$ cat src/hdl/pelm_pkg.sv
`default_nettype none

package pelm_pkg;

    localparam logic [1:0] OP_LOAD = 2'd0;
    localparam logic [1:0] OP_BYTE = 2'd1;
    localparam logic [1:0] OP_EOL  = 2'd2;

    localparam logic [1:0] KIND_LITERAL = 2'd0;
    localparam logic [1:0] KIND_ANY     = 2'd1;
    localparam logic [1:0] KIND_RANGE   = 2'd2;

    localparam logic REG_ELEM_COUNT  = 1'b0;
    localparam logic REG_STRICT_MODE = 1'b1;

    localparam int PLEN_W = 5;

    typedef struct packed {
        logic [1:0] kind;
        logic [7:0] lo;
        logic [7:0] hi;
    } elem_t;

    function automatic logic elem_hit(input elem_t e, input logic [7:0] b);
        logic hit;
        begin
            case (e.kind)
                KIND_LITERAL: hit = (b == e.lo);
                KIND_ANY:     hit = 1'b1;
                KIND_RANGE:   hit = (b >= e.lo) && (b <= e.hi);
                default:      hit = 1'b0;
            endcase
            return hit;
        end
    endfunction

endpackage

`default_nettype wire

$ cat src/hdl/pattern_element_line_matcher_top.sv
`default_nettype none

// Streaming line matcher for a compiled pattern of up to MAX_ELEMS elements (literal byte,
// any byte, or inclusive byte range), matched shift-and style with all element compares in
// parallel. Words with opcode 0 load one element, opcode 1 push one line byte, opcode 2 end
// the line and produce one result word (line_matched); opcode 3 is dropped. One word is taken
// every cycle unless intake stalls: a word is held in the input register while it is handled,
// and an end-of-line result is loaded from there into the output register. Only a result that
// is still waiting in the output register while the next end-of-line word reaches the work
// stage stalls intake. Registers over APB: elem_count at 0x0, strict_mode at 0x4; write them
// only while no line word is in flight.
module pattern_element_line_matcher_top
    import pelm_pkg::*;
#(
    parameter int MAX_ELEMS = 16
) (
    input  wire logic        clk,
    input  wire logic        rst_n,

    input  wire logic        psel,
    input  wire logic        penable,
    input  wire logic        pwrite,
    input  wire logic [2:0]  paddr,
    input  wire logic [31:0] pwdata,
    output logic      [31:0] prdata,
    output logic             pready,

    input  wire logic        item_valid,
    output logic             item_ready,
    input  wire logic [1:0]  opcode,
    input  wire logic [3:0]  elem_index,
    input  wire logic [1:0]  elem_kind,
    input  wire logic [7:0]  char_low,
    input  wire logic [7:0]  char_high,
    input  wire logic [7:0]  text_byte,

    output logic             result_valid,
    input  wire logic        result_ready,
    output logic             line_matched
);

    localparam int AW   = (MAX_ELEMS > 1) ? $clog2(MAX_ELEMS) : 1;
    localparam int LCW0 = $clog2(MAX_ELEMS + 2);
    localparam int CW   = (LCW0 > PLEN_W) ? LCW0 : PLEN_W;
    localparam logic [CW-1:0] MAX_C  = CW'(MAX_ELEMS);
    localparam logic [CW-1:0] SAT_C  = CW'(MAX_ELEMS + 1);

    logic [PLEN_W-1:0]    elem_count_reg;
    logic                 strict_mode_reg;

    logic                 stage_valid_reg;
    logic [1:0]           stage_op_reg;
    logic [3:0]           stage_index_reg;
    elem_t                stage_elem_reg;
    logic [7:0]           stage_byte_reg;

    elem_t                element_table_reg [MAX_ELEMS];
    logic [MAX_ELEMS-1:0] active_reg;
    logic [MAX_ELEMS-1:0] active_next;
    logic                 seen_reg;
    logic                 seen_next;
    logic [CW-1:0]        line_count_reg;
    logic [CW-1:0]        line_count_next;

    logic                 result_valid_reg;
    logic                 line_matched_reg;

    logic                 cfg_write;
    logic                 stage_go;
    logic [CW-1:0]        len;
    logic [MAX_ELEMS-1:0] hits;
    logic [MAX_ELEMS-1:0] last_vec;
    logic                 start;
    logic                 eol_match;
    logic                 load_ok;

    // APB
    assign pready    = 1'b1;
    assign cfg_write = psel && penable && pwrite && pready;

    always_comb
    begin
        case (paddr[2])
            REG_ELEM_COUNT:  prdata = 32'(elem_count_reg);
            REG_STRICT_MODE: prdata = 32'(strict_mode_reg);
            default:         prdata = '0;
        endcase
    end

    always_ff @(posedge clk or negedge rst_n)
    begin
        if (!rst_n)
        begin
            elem_count_reg  <= '0;
            strict_mode_reg <= 1'b0;
        end
        else if (cfg_write)
        begin
            case (paddr[2])
                REG_ELEM_COUNT:  elem_count_reg  <= pwdata[PLEN_W-1:0];
                REG_STRICT_MODE: strict_mode_reg <= pwdata[0];
                default:         ;
            endcase
        end
    end

    // Handshake
    assign stage_go   = stage_valid_reg &&
                        ((stage_op_reg != OP_EOL) || !result_valid_reg || result_ready);
    assign item_ready = !stage_valid_reg || stage_go;

    always_ff @(posedge clk or negedge rst_n)
    begin
        if (!rst_n)
        begin
            stage_valid_reg <= 1'b0;
        end
        else if (item_ready)
        begin
            stage_valid_reg <= item_valid;
        end
    end

    always_ff @(posedge clk)
    begin
        if (item_valid && item_ready)
        begin
            stage_op_reg    <= opcode;
            stage_index_reg <= elem_index;
            stage_elem_reg  <= '{kind: elem_kind, lo: char_low, hi: char_high};
            stage_byte_reg  <= text_byte;
        end
    end

    // Element table
    assign load_ok = (32'(stage_index_reg) < 32'(MAX_ELEMS));

    always_ff @(posedge clk)
    begin
        if (stage_go && (stage_op_reg == OP_LOAD) && load_ok)
        begin
            element_table_reg[AW'(stage_index_reg)] <= stage_elem_reg;
        end
    end

    // Shift-and step
    assign len   = (CW'(elem_count_reg) > MAX_C) ? MAX_C : CW'(elem_count_reg);
    assign start = !strict_mode_reg || (line_count_reg == '0);

    always_comb
    begin
        for (int k = 0; k < MAX_ELEMS; k++)
        begin
            hits[k]     = (CW'(k) < len) && elem_hit(element_table_reg[k], stage_byte_reg);
            last_vec[k] = (CW'(k + 1) == len);
        end
    end

    always_comb
    begin
        active_next     = MAX_ELEMS'({active_reg, start}) & hits;
        seen_next       = seen_reg || (|(active_next & last_vec));
        line_count_next = (line_count_reg < SAT_C) ? line_count_reg + CW'(1) : line_count_reg;
        if (len == '0)
        begin
            eol_match = !strict_mode_reg || (line_count_reg == '0);
        end
        else if (strict_mode_reg)
        begin
            eol_match = (line_count_reg == len) && (|(active_reg & last_vec));
        end
        else
        begin
            eol_match = seen_reg;
        end
    end

    always_ff @(posedge clk or negedge rst_n)
    begin
        if (!rst_n)
        begin
            active_reg     <= '0;
            seen_reg       <= 1'b0;
            line_count_reg <= '0;
        end
        else if (stage_go)
        begin
            case (stage_op_reg)
                OP_BYTE:
                begin
                    active_reg     <= active_next;
                    seen_reg       <= seen_next;
                    line_count_reg <= line_count_next;
                end
                OP_EOL:
                begin
                    active_reg     <= '0;
                    seen_reg       <= 1'b0;
                    line_count_reg <= '0;
                end
                default: ;
            endcase
        end
    end

    // Result register
    always_ff @(posedge clk or negedge rst_n)
    begin
        if (!rst_n)
        begin
            result_valid_reg <= 1'b0;
        end
        else if (stage_go && (stage_op_reg == OP_EOL))
        begin
            result_valid_reg <= 1'b1;
        end
        else if (result_ready)
        begin
            result_valid_reg <= 1'b0;
        end
    end

    always_ff @(posedge clk)
    begin
        if (stage_go && (stage_op_reg == OP_EOL))
        begin
            line_matched_reg <= eol_match;
        end
    end

    assign result_valid = result_valid_reg;
    assign line_matched = line_matched_reg;

`ifndef SYNTHESIS
    a_count_bound: assert property (@(posedge clk) disable iff (!rst_n)
        line_count_reg <= SAT_C)
        else $error("line count past saturation");

    a_eol_clears: assert property (@(posedge clk) disable iff (!rst_n)
        stage_go && (stage_op_reg == OP_EOL) |=>
            (active_reg == '0) && !seen_reg && (line_count_reg == '0) && result_valid)
        else $error("end of line did not clear state or post result");

    a_result_source: assert property (@(posedge clk) disable iff (!rst_n)
        $rose(result_valid) |-> $past(stage_go && (stage_op_reg == OP_EOL)))
        else $error("result without end of line");

    a_no_loss: assert property (@(posedge clk) disable iff (!rst_n)
        result_valid && !result_ready && stage_valid_reg && (stage_op_reg == OP_EOL)
            |-> !item_ready)
        else $error("intake open while result blocked");
`endif

endmodule

`default_nettype wire
$ cat config.mk
export PLATFORM = sky130hd
export DESIGN_NAME = pattern_element_line_matcher_top
export DESIGN_NICKNAME = d
export VERILOG_FILES = /design/src/hdl/pelm_pkg.sv /design/src/hdl/pattern_element_line_matcher_top.sv
export SDC_FILE = /design/constraint.sdc
export NUM_CORES = 1
export LEC_CHECK = 0
export ABC_CLOCK_PERIOD_IN_PS = 3200
export CORE_UTILIZATION = 35
export CTS_BUF_LIST = sky130_fd_sc_hd__clkbuf_2 sky130_fd_sc_hd__clkbuf_4 sky130_fd_sc_hd__clkbuf_8
export DETAILED_ROUTE_END_ITERATION = 8
export DONT_BUFFER_PORTS = 1
export SLEW_MARGIN = 20
export SYNTH_ARGS = -nofsm -noshare
export SYNTH_HDL_FRONTEND = slang
export SYNTH_SLANG_ARGS = --single-unit
$ cat constraint.sdc
create_clock -name clk -period 3.2 [get_ports clk]
set_input_delay 0 -clock clk [delete_from_list [all_inputs] [get_ports clk]]
set_output_delay 0 -clock clk [all_outputs]
set_load 0.02 [all_outputs]
==> results of run 1 <==
[metal layers]
layer	vias to the layer above	share of wire, %	global-route usage, %
met2	429	46	30.1
met3	98	6.9	3.86
met5	-	0.026	0
met4	2	2.6	6.66
met1	6199	44	24.4
li1	6019	-	-
[logic make-up after synthesis]
group | count (synthesis)
buffers and inverters | 291
multiplexers | 11
other | 2
flip-flops | 351
adder cells (fa/ha/maj) | 261
AO/OA/AOI/OAI | 276
AND/OR/NAND/NOR | 343
XOR/XNOR | 5
[cell type report]
cell class,count,area [um^2],share of cell area (%)
diodes,2,5.00,0.0227
clock buffers,77,966,4.38
clock inverters,36,287,1.30
inverters,249,935,4.23
multi-input cells,924,7190,32.6
flip-flops and latches,351,10400,47.1
well taps,688,861,3.90
repair buffers,146,1430,6.50
[layout by cell type (no fill, tap or decap), types with 28 or more instances in the layout]
cell type,n
a21oi_1,91
buf_4,54
clkbuf_8,62
conb_1,28
dfrtp_1,30
dlygate4sd3_1,82
edfxtp_1,321
ha_1,261
inv_1,248
nand2_1,62
nand4_1,60
nor2_1,73
nor2b_1,29
o21ai_0,53
[power groups by stage]
stage	Sequential [mW]	Clock (mW)	Combinational [mW]
2_1_floorplan	5.29	0	0.620
3_3_place_gp	5.36	0	0.919
3_5_place_dp	5.36	0	0.948
4_1_cts	5.26	4.34	1.06
5_1_grt	5.27	4.54	1.20
6_report	5.26	4.25	1.08
[repair_timing]
action                                 4_1_cts  5_1_grt
setup endpoints to repair                    0        1
hold buffers                                84        0
setup buffers                                0        2
endpoints found under the hold margin      103        0
[how the worst min path moves through the flow]
stage               from                end  slack (ns)  depth (start not counted)
6_report        paddr[2]          prdata[1]        0.08                          1
5_1_grt        pwdata[0]    strict_mode_reg        0.09                          2
4_1_cts        pwdata[0]    strict_mode_reg        0.04                          2
3_5_place_dp       rst_n  elem_count_reg[1]       -0.29                          0
3_3_place_gp       rst_n  elem_count_reg[1]       -0.29                          0
2_1_floorplan      rst_n      active_reg[0]       -0.30                          0
[metrics by stage]
| step | hold WS, ns | instances | setup slack [ns] | cell area, um^2 | util (%) |
|---|---|---|---|---|---|
| after floorplan | -0.296 | 1566 | 0.0972 | 18800 | - |
| after global placement | -0.294 | 2271 | 0.222 | 19900 | 37.8 |
| after detailed placement | -0.294 | 2271 | 0.190 | 19900 | 37.8 |
| after CTS | 0.0420 | 2468 | 0.134 | 22000 | 41.8 |
| after global routing | 0.0861 | 2471 | 0.00457 | 22100 | 41.9 |
| final | 0.0801 | 2473 | 0.182 | 22100 | 41.9 |
==> qor.yml, run 1 <==
yosys:
  avgSynthCellArea_um2: 12.1
  yosysSeqAreaShare_pct: 55.6
  ys_dominant_reg_cell: "edfxtp_1"
  synth-compound-area-share_pct: 9.48
  synth_xor_area_share_pct: 0.234
  syn_inst: 1540
  synth_top_family_by_area: "adder cells"
  async_reset_ff_share_pct: 8.55
  synthDistinctLibCells: 67
  synthMuxAreaShare_pct: 0.650
  yosysMostFrequentCell: "edfxtp_1"
  ys_seq_elements: 351
  synth_common_cells: "edfxtp_1, ha_1, inv_1"
  yosys.area.top_type: "edfxtp_1"
  synth-edff-count: 321
  yosysTopAreaCellShare_pct: 51.6
  synth_adder_area_share_pct: 17.5
  synthTopCellsByArea: "edfxtp_1, ha_1, inv_1"
  synthSimpleGateAreaFrac_pct: 9.98
  yosysWarnings: 0
  synth_area_um2: 18700
setup_path:
  r2r-start: "stage_byte_reg[1]"
  slowest_delay_ns: 0.61
  arrival_ns: 3.53
  start_kind: "register"
  path_cells: "buf_4, ha_1, and3_1, a31oi_1, nor2_1, a22o_1, nor4b_1, o221a_1, o2111a_1, a21oi_2"
  path_delay_family: "compound AO/OA/AOI/OAI gates"
  reg2regPathDepth: 10
  required_ns: 3.72
  critPathBufInv: 1
  path_depth: 10
  reg2reg_slack_ns: 0.18
  cp-startpoint: "stage_byte_reg[1]"
  critical_path_class: "reg2reg"
  crit_path_max_fanout: 14
  worstSetupEndpointType: "register"
  cp_slowest_cell: "edfxtp_1"
  reg2reg_to: "seen_reg"
  crit_path_end: "seen_reg"
sta:
  slew_headroom_pct: 21.3
  timing.fmax_mhz: 331
  clock_skew_ns: 0.0489
  fin_setup_tns_ns: 0
  rsz0062_at_grt: "false"
  slew_violations: 0
  fin_crit_ns: 3.02
  fin_crit_sh_pct: 94.3
  setup_viol: 0
  hold_viol: 0
  worst_pin_slew_ns: 1.18
job:
  max_cap_violations: 0
grt:
  antenna_found_initial: 3
  grt_max_degree: 33
  grt.overflow.total: 0
  grt_first_pass_wirelength_um: 74200
  track_usage_pct: 18.6
  grt_pass1_vias: 12900
clock_tree:
  clock_latency_ns: 0.69
  cts_tree: "yes"
  cts_root_buf: "clkbuf_8"
  tritoncts.num_buffers: 60
  cts_max_level: 2
  clockBufferDepth: 3
  cts.clk_slew.worst_paths_ns: 0.06
  clock-sinks: 351
  cts_resized: 0
detailed_routing:
  drt-wirelength-per-cell_um: 19.9
  num_vias: 12700
  drc_errors: 0
  drt_iter0_markers: 921
  avgViaCountPerCell: 5.15
  dr.pass1.iters: 5
  ant_nets: 0
  routed_wl_um: 49100
die:
  ios: 110
  fp.dieH_um: 233
  row_count: 84
  core_area_um2: 52700
  fp.dieW_um: 233
  start_util_pct: 35.5
  dieArea_um2: 54300
placement:
  place_congestion: 0.914
  io_buffers: 0
  hpwl_um: 31400
power:
  p_clk_share_pct: 40.1
  power.internal_mw: 7.85
  power.switching_mw: 2.75
  power_frac_comb_pct: 10.2
  p_sw_share_pct: 25.9
  power_density_nw_per_um2: 480
  ir_drop_uv: 398
  power_mw: 10.6
  p_leak_nw: 9.21
  pwr-share-seq_pct: 49.6
cells_and_area:
  largest_reg_flops: 288
  nets: 2067
  drive_gt1_share_pct: 10.3
  syn2layout_area_growth_pct: 18.1
  fillers: 4901
hold_path:
  hold_class: "in2out"
outcome:
  status: "finished clean"
No activity file was read; power rests on OpenSTA's default activity.
==> run 2, diff against run 1 <==
--- a/config.mk
+++ b/config.mk
@@ -6,10 +6,13 @@
 export NUM_CORES = 1
 export LEC_CHECK = 0
 export ABC_CLOCK_PERIOD_IN_PS = 3200
+export CELL_PAD_IN_SITES_DETAIL_PLACEMENT = 0
+export CELL_PAD_IN_SITES_GLOBAL_PLACEMENT = 1
 export CORE_UTILIZATION = 35
 export CTS_BUF_LIST = sky130_fd_sc_hd__clkbuf_2 sky130_fd_sc_hd__clkbuf_4 sky130_fd_sc_hd__clkbuf_8
 export DETAILED_ROUTE_END_ITERATION = 8
 export DONT_BUFFER_PORTS = 1
+export PLACE_DENSITY_LB_ADDON = 0.1
 export SLEW_MARGIN = 20
 export SYNTH_ARGS = -nofsm -noshare
 export SYNTH_HDL_FRONTEND = slang
==> run 2 against run 1 <==
Critical path depth shrank 1. Register-to-register slack better by 0.14 ns. Highest routed layer unchanged. Sequential power is essentially flat. First-iteration DRC count fell by 20%. Final area is 0.20% higher. Fmax up 4.9%. Sequential share of layout area shrank 0.096 points. Clock skew fell by 0.025 ns.
==> qor.yml, run 2 (synthesis gave the netlist of run 1 again) <==
outcome:
  status: "finished clean"
detailed_routing:
  drt_iter0_markers: 735
  routed_wl_um: 54000
  num_vias: 12500
  ant_nets: 0
  dr.pass1.iters: 5
  drt-wirelength-per-cell_um: 21.8
  drc_errors: 0
  avgViaCountPerCell: 5.03
hold_path:
  worstHoldStart: "result_ready"
  hold_class: "in2reg"
  hold_depth: 2
  worstHoldEndpoint: "result_valid"
power:
  power_density_nw_per_um2: 484
  p_leak_nw: 9.23
  power_mw: 10.7
  ir_drop_uv: 349
grt:
  grt_first_pass_wirelength_um: 79200
  track_usage_pct: 20.5
  grt_pass1_vias: 12400
  grt.overflow.total: 0
  grt_max_degree: 33
  antenna_found_initial: 6
sta:
  fin_setup_tns_ns: 0
  setup_viol: 0
  rsz0062_at_grt: "false"
  hold_viol: 0
  fin_crit_ns: 2.88
  worst_pin_slew_ns: 0.641
  clock_skew_ns: 0.0239
  slew_headroom_pct: 57.3
  timing.fmax_mhz: 348
  slew_violations: 0
  fin_crit_sh_pct: 89.9
clock_tree:
  clock-sinks: 351
  cts_tree: "yes"
  cts_root_buf: "clkbuf_8"
  cts_resized: 0
  cts_max_level: 3
  cts.clk_slew.worst_paths_ns: 0.07
  clock_latency_ns: 0.64
  tritoncts.num_buffers: 68
  clockBufferDepth: 3
cells_and_area:
  multiInputGateArea_um2: 7190
  fin_util_pct: 42.0
  finalNonFillerCells: 2481
  drive_gt1_share_pct: 10.6
  post-route-cell-area_um2: 22100
  nets: 2074
  layout_commonest_cell: "edfxtp_1"
  fillers: 4950
  final_cell_mix: "edfxtp_1, ha_1, inv_1, a21oi_1, dlygate4sd3_1"
  syn2layout_area_growth_pct: 18.4
  seqCellArea_um2: 10400
  largest_reg_flops: 288
die:
  core_area_um2: 52700
  ios: 110
  fp.dieH_um: 233
  fp.dieW_um: 233
  dieArea_um2: 54300
  start_util_pct: 35.5
  row_count: 84
setup_path:
  start_kind: "register"
  r2r-start: "stage_byte_reg[7]"
  critical_path_class: "reg2reg"
  reg2reg_to: "seen_reg"
  arrival_ns: 3.45
  worstSetupEndpointType: "register"
  reg2reg_slack_ns: 0.32
  required_ns: 3.77
  reg2regPathDepth: 9
  crit_path_max_fanout: 32
placement:
  place_inst: 2274
  placed_cell_area_um2: 19900
  io_buffers: 0
  place_congestion: 0.835
  hpwl_um: 33200
job:
  max_cap_violations: 0
-- run 2: cell types whose count changed in the layout (fill, tap and decap cells not counted), sizes merged --
| cell | previous run | this run |
|---|---|---|
| buf | 64 | 65 |
| bufinv | 4 | 1 |
| clkbuf | 77 | 89 |
| clkinv | 30 | 25 |
| clkinvlp | 2 | 3 |
| diode | 2 | 4 |
| dlygate4sd3 | 82 | 80 |
| inv | 249 | 251 |
-- run 2: area by class of cell --
class,instances,area share (%)
tap,688,3.89
antenna,4,0.0453
clock buffer,89,5.06
multi-input combinational,924,32.5
sequential,351,47.0
clock inverter,31,0.792
timing repair buffer,145,6.48
inverter,249,4.23
-- run 2: how the worst max path moves through the flow --
stage / startpoint / to / slack [ns]
detailed placement: stage_byte_reg[1] / seen_reg / 0.29
global route: stage_byte_reg[0] / seen_reg / 0.04
finish: stage_byte_reg[7] / seen_reg / 0.32
CTS: stage_byte_reg[0] / seen_reg / 0.28
floorplan: stage_op_reg[0] / element_table_reg[0][0] / 0.1
global placement: stage_byte_reg[0] / seen_reg / 0.32
-- run 2: critical path, stage by stage (launching register included) --
cell and delay, ns:
edfxtp_1 0.43, buf_12 0.23, ha_1 0.35, nand4_1 0.12
or3_1 0.39, o211a_1 0.17, or4b_4 0.57, o221a_1 0.24
o2111a_1 0.17, a21oi_2 0.13
-- run 2: metal layers --
layer  vias to the layer above  GRT usage [%]  part of all wire, %
li1                       6049              -                    -
met1                      6085           28.8                   48
met2                       287           31.9                   45
met3                        67           3.27                  4.8
met4                         2           7.31                  2.5
met5                         -              0                0.019
-- run 2: per-stage QoR --
stage | setup WS (ns) | hold WS, ns
after global placement | 0.321 | -0.294
after CTS | 0.277 | 0.00798
after floorplan | 0.0972 | -0.296
final | 0.323 | 0.0625
after global routing | 0.0358 | 0.0501
after detailed placement | 0.294 | -0.294
-- run 2: where the power goes --
part           leakage [nW]  switching (mW)  internal (mW)
clock                 0.673            1.98           2.36
combinational          5.24           0.691          0.429
sequential             3.31           0.151           5.09
-- run 2: what timing repair did --
action | 4_1_cts | 5_1_grt
endpoints found under the hold margin | 103 | 0
hold buffers | 82 | 0
buffers inserted | 0 | 0
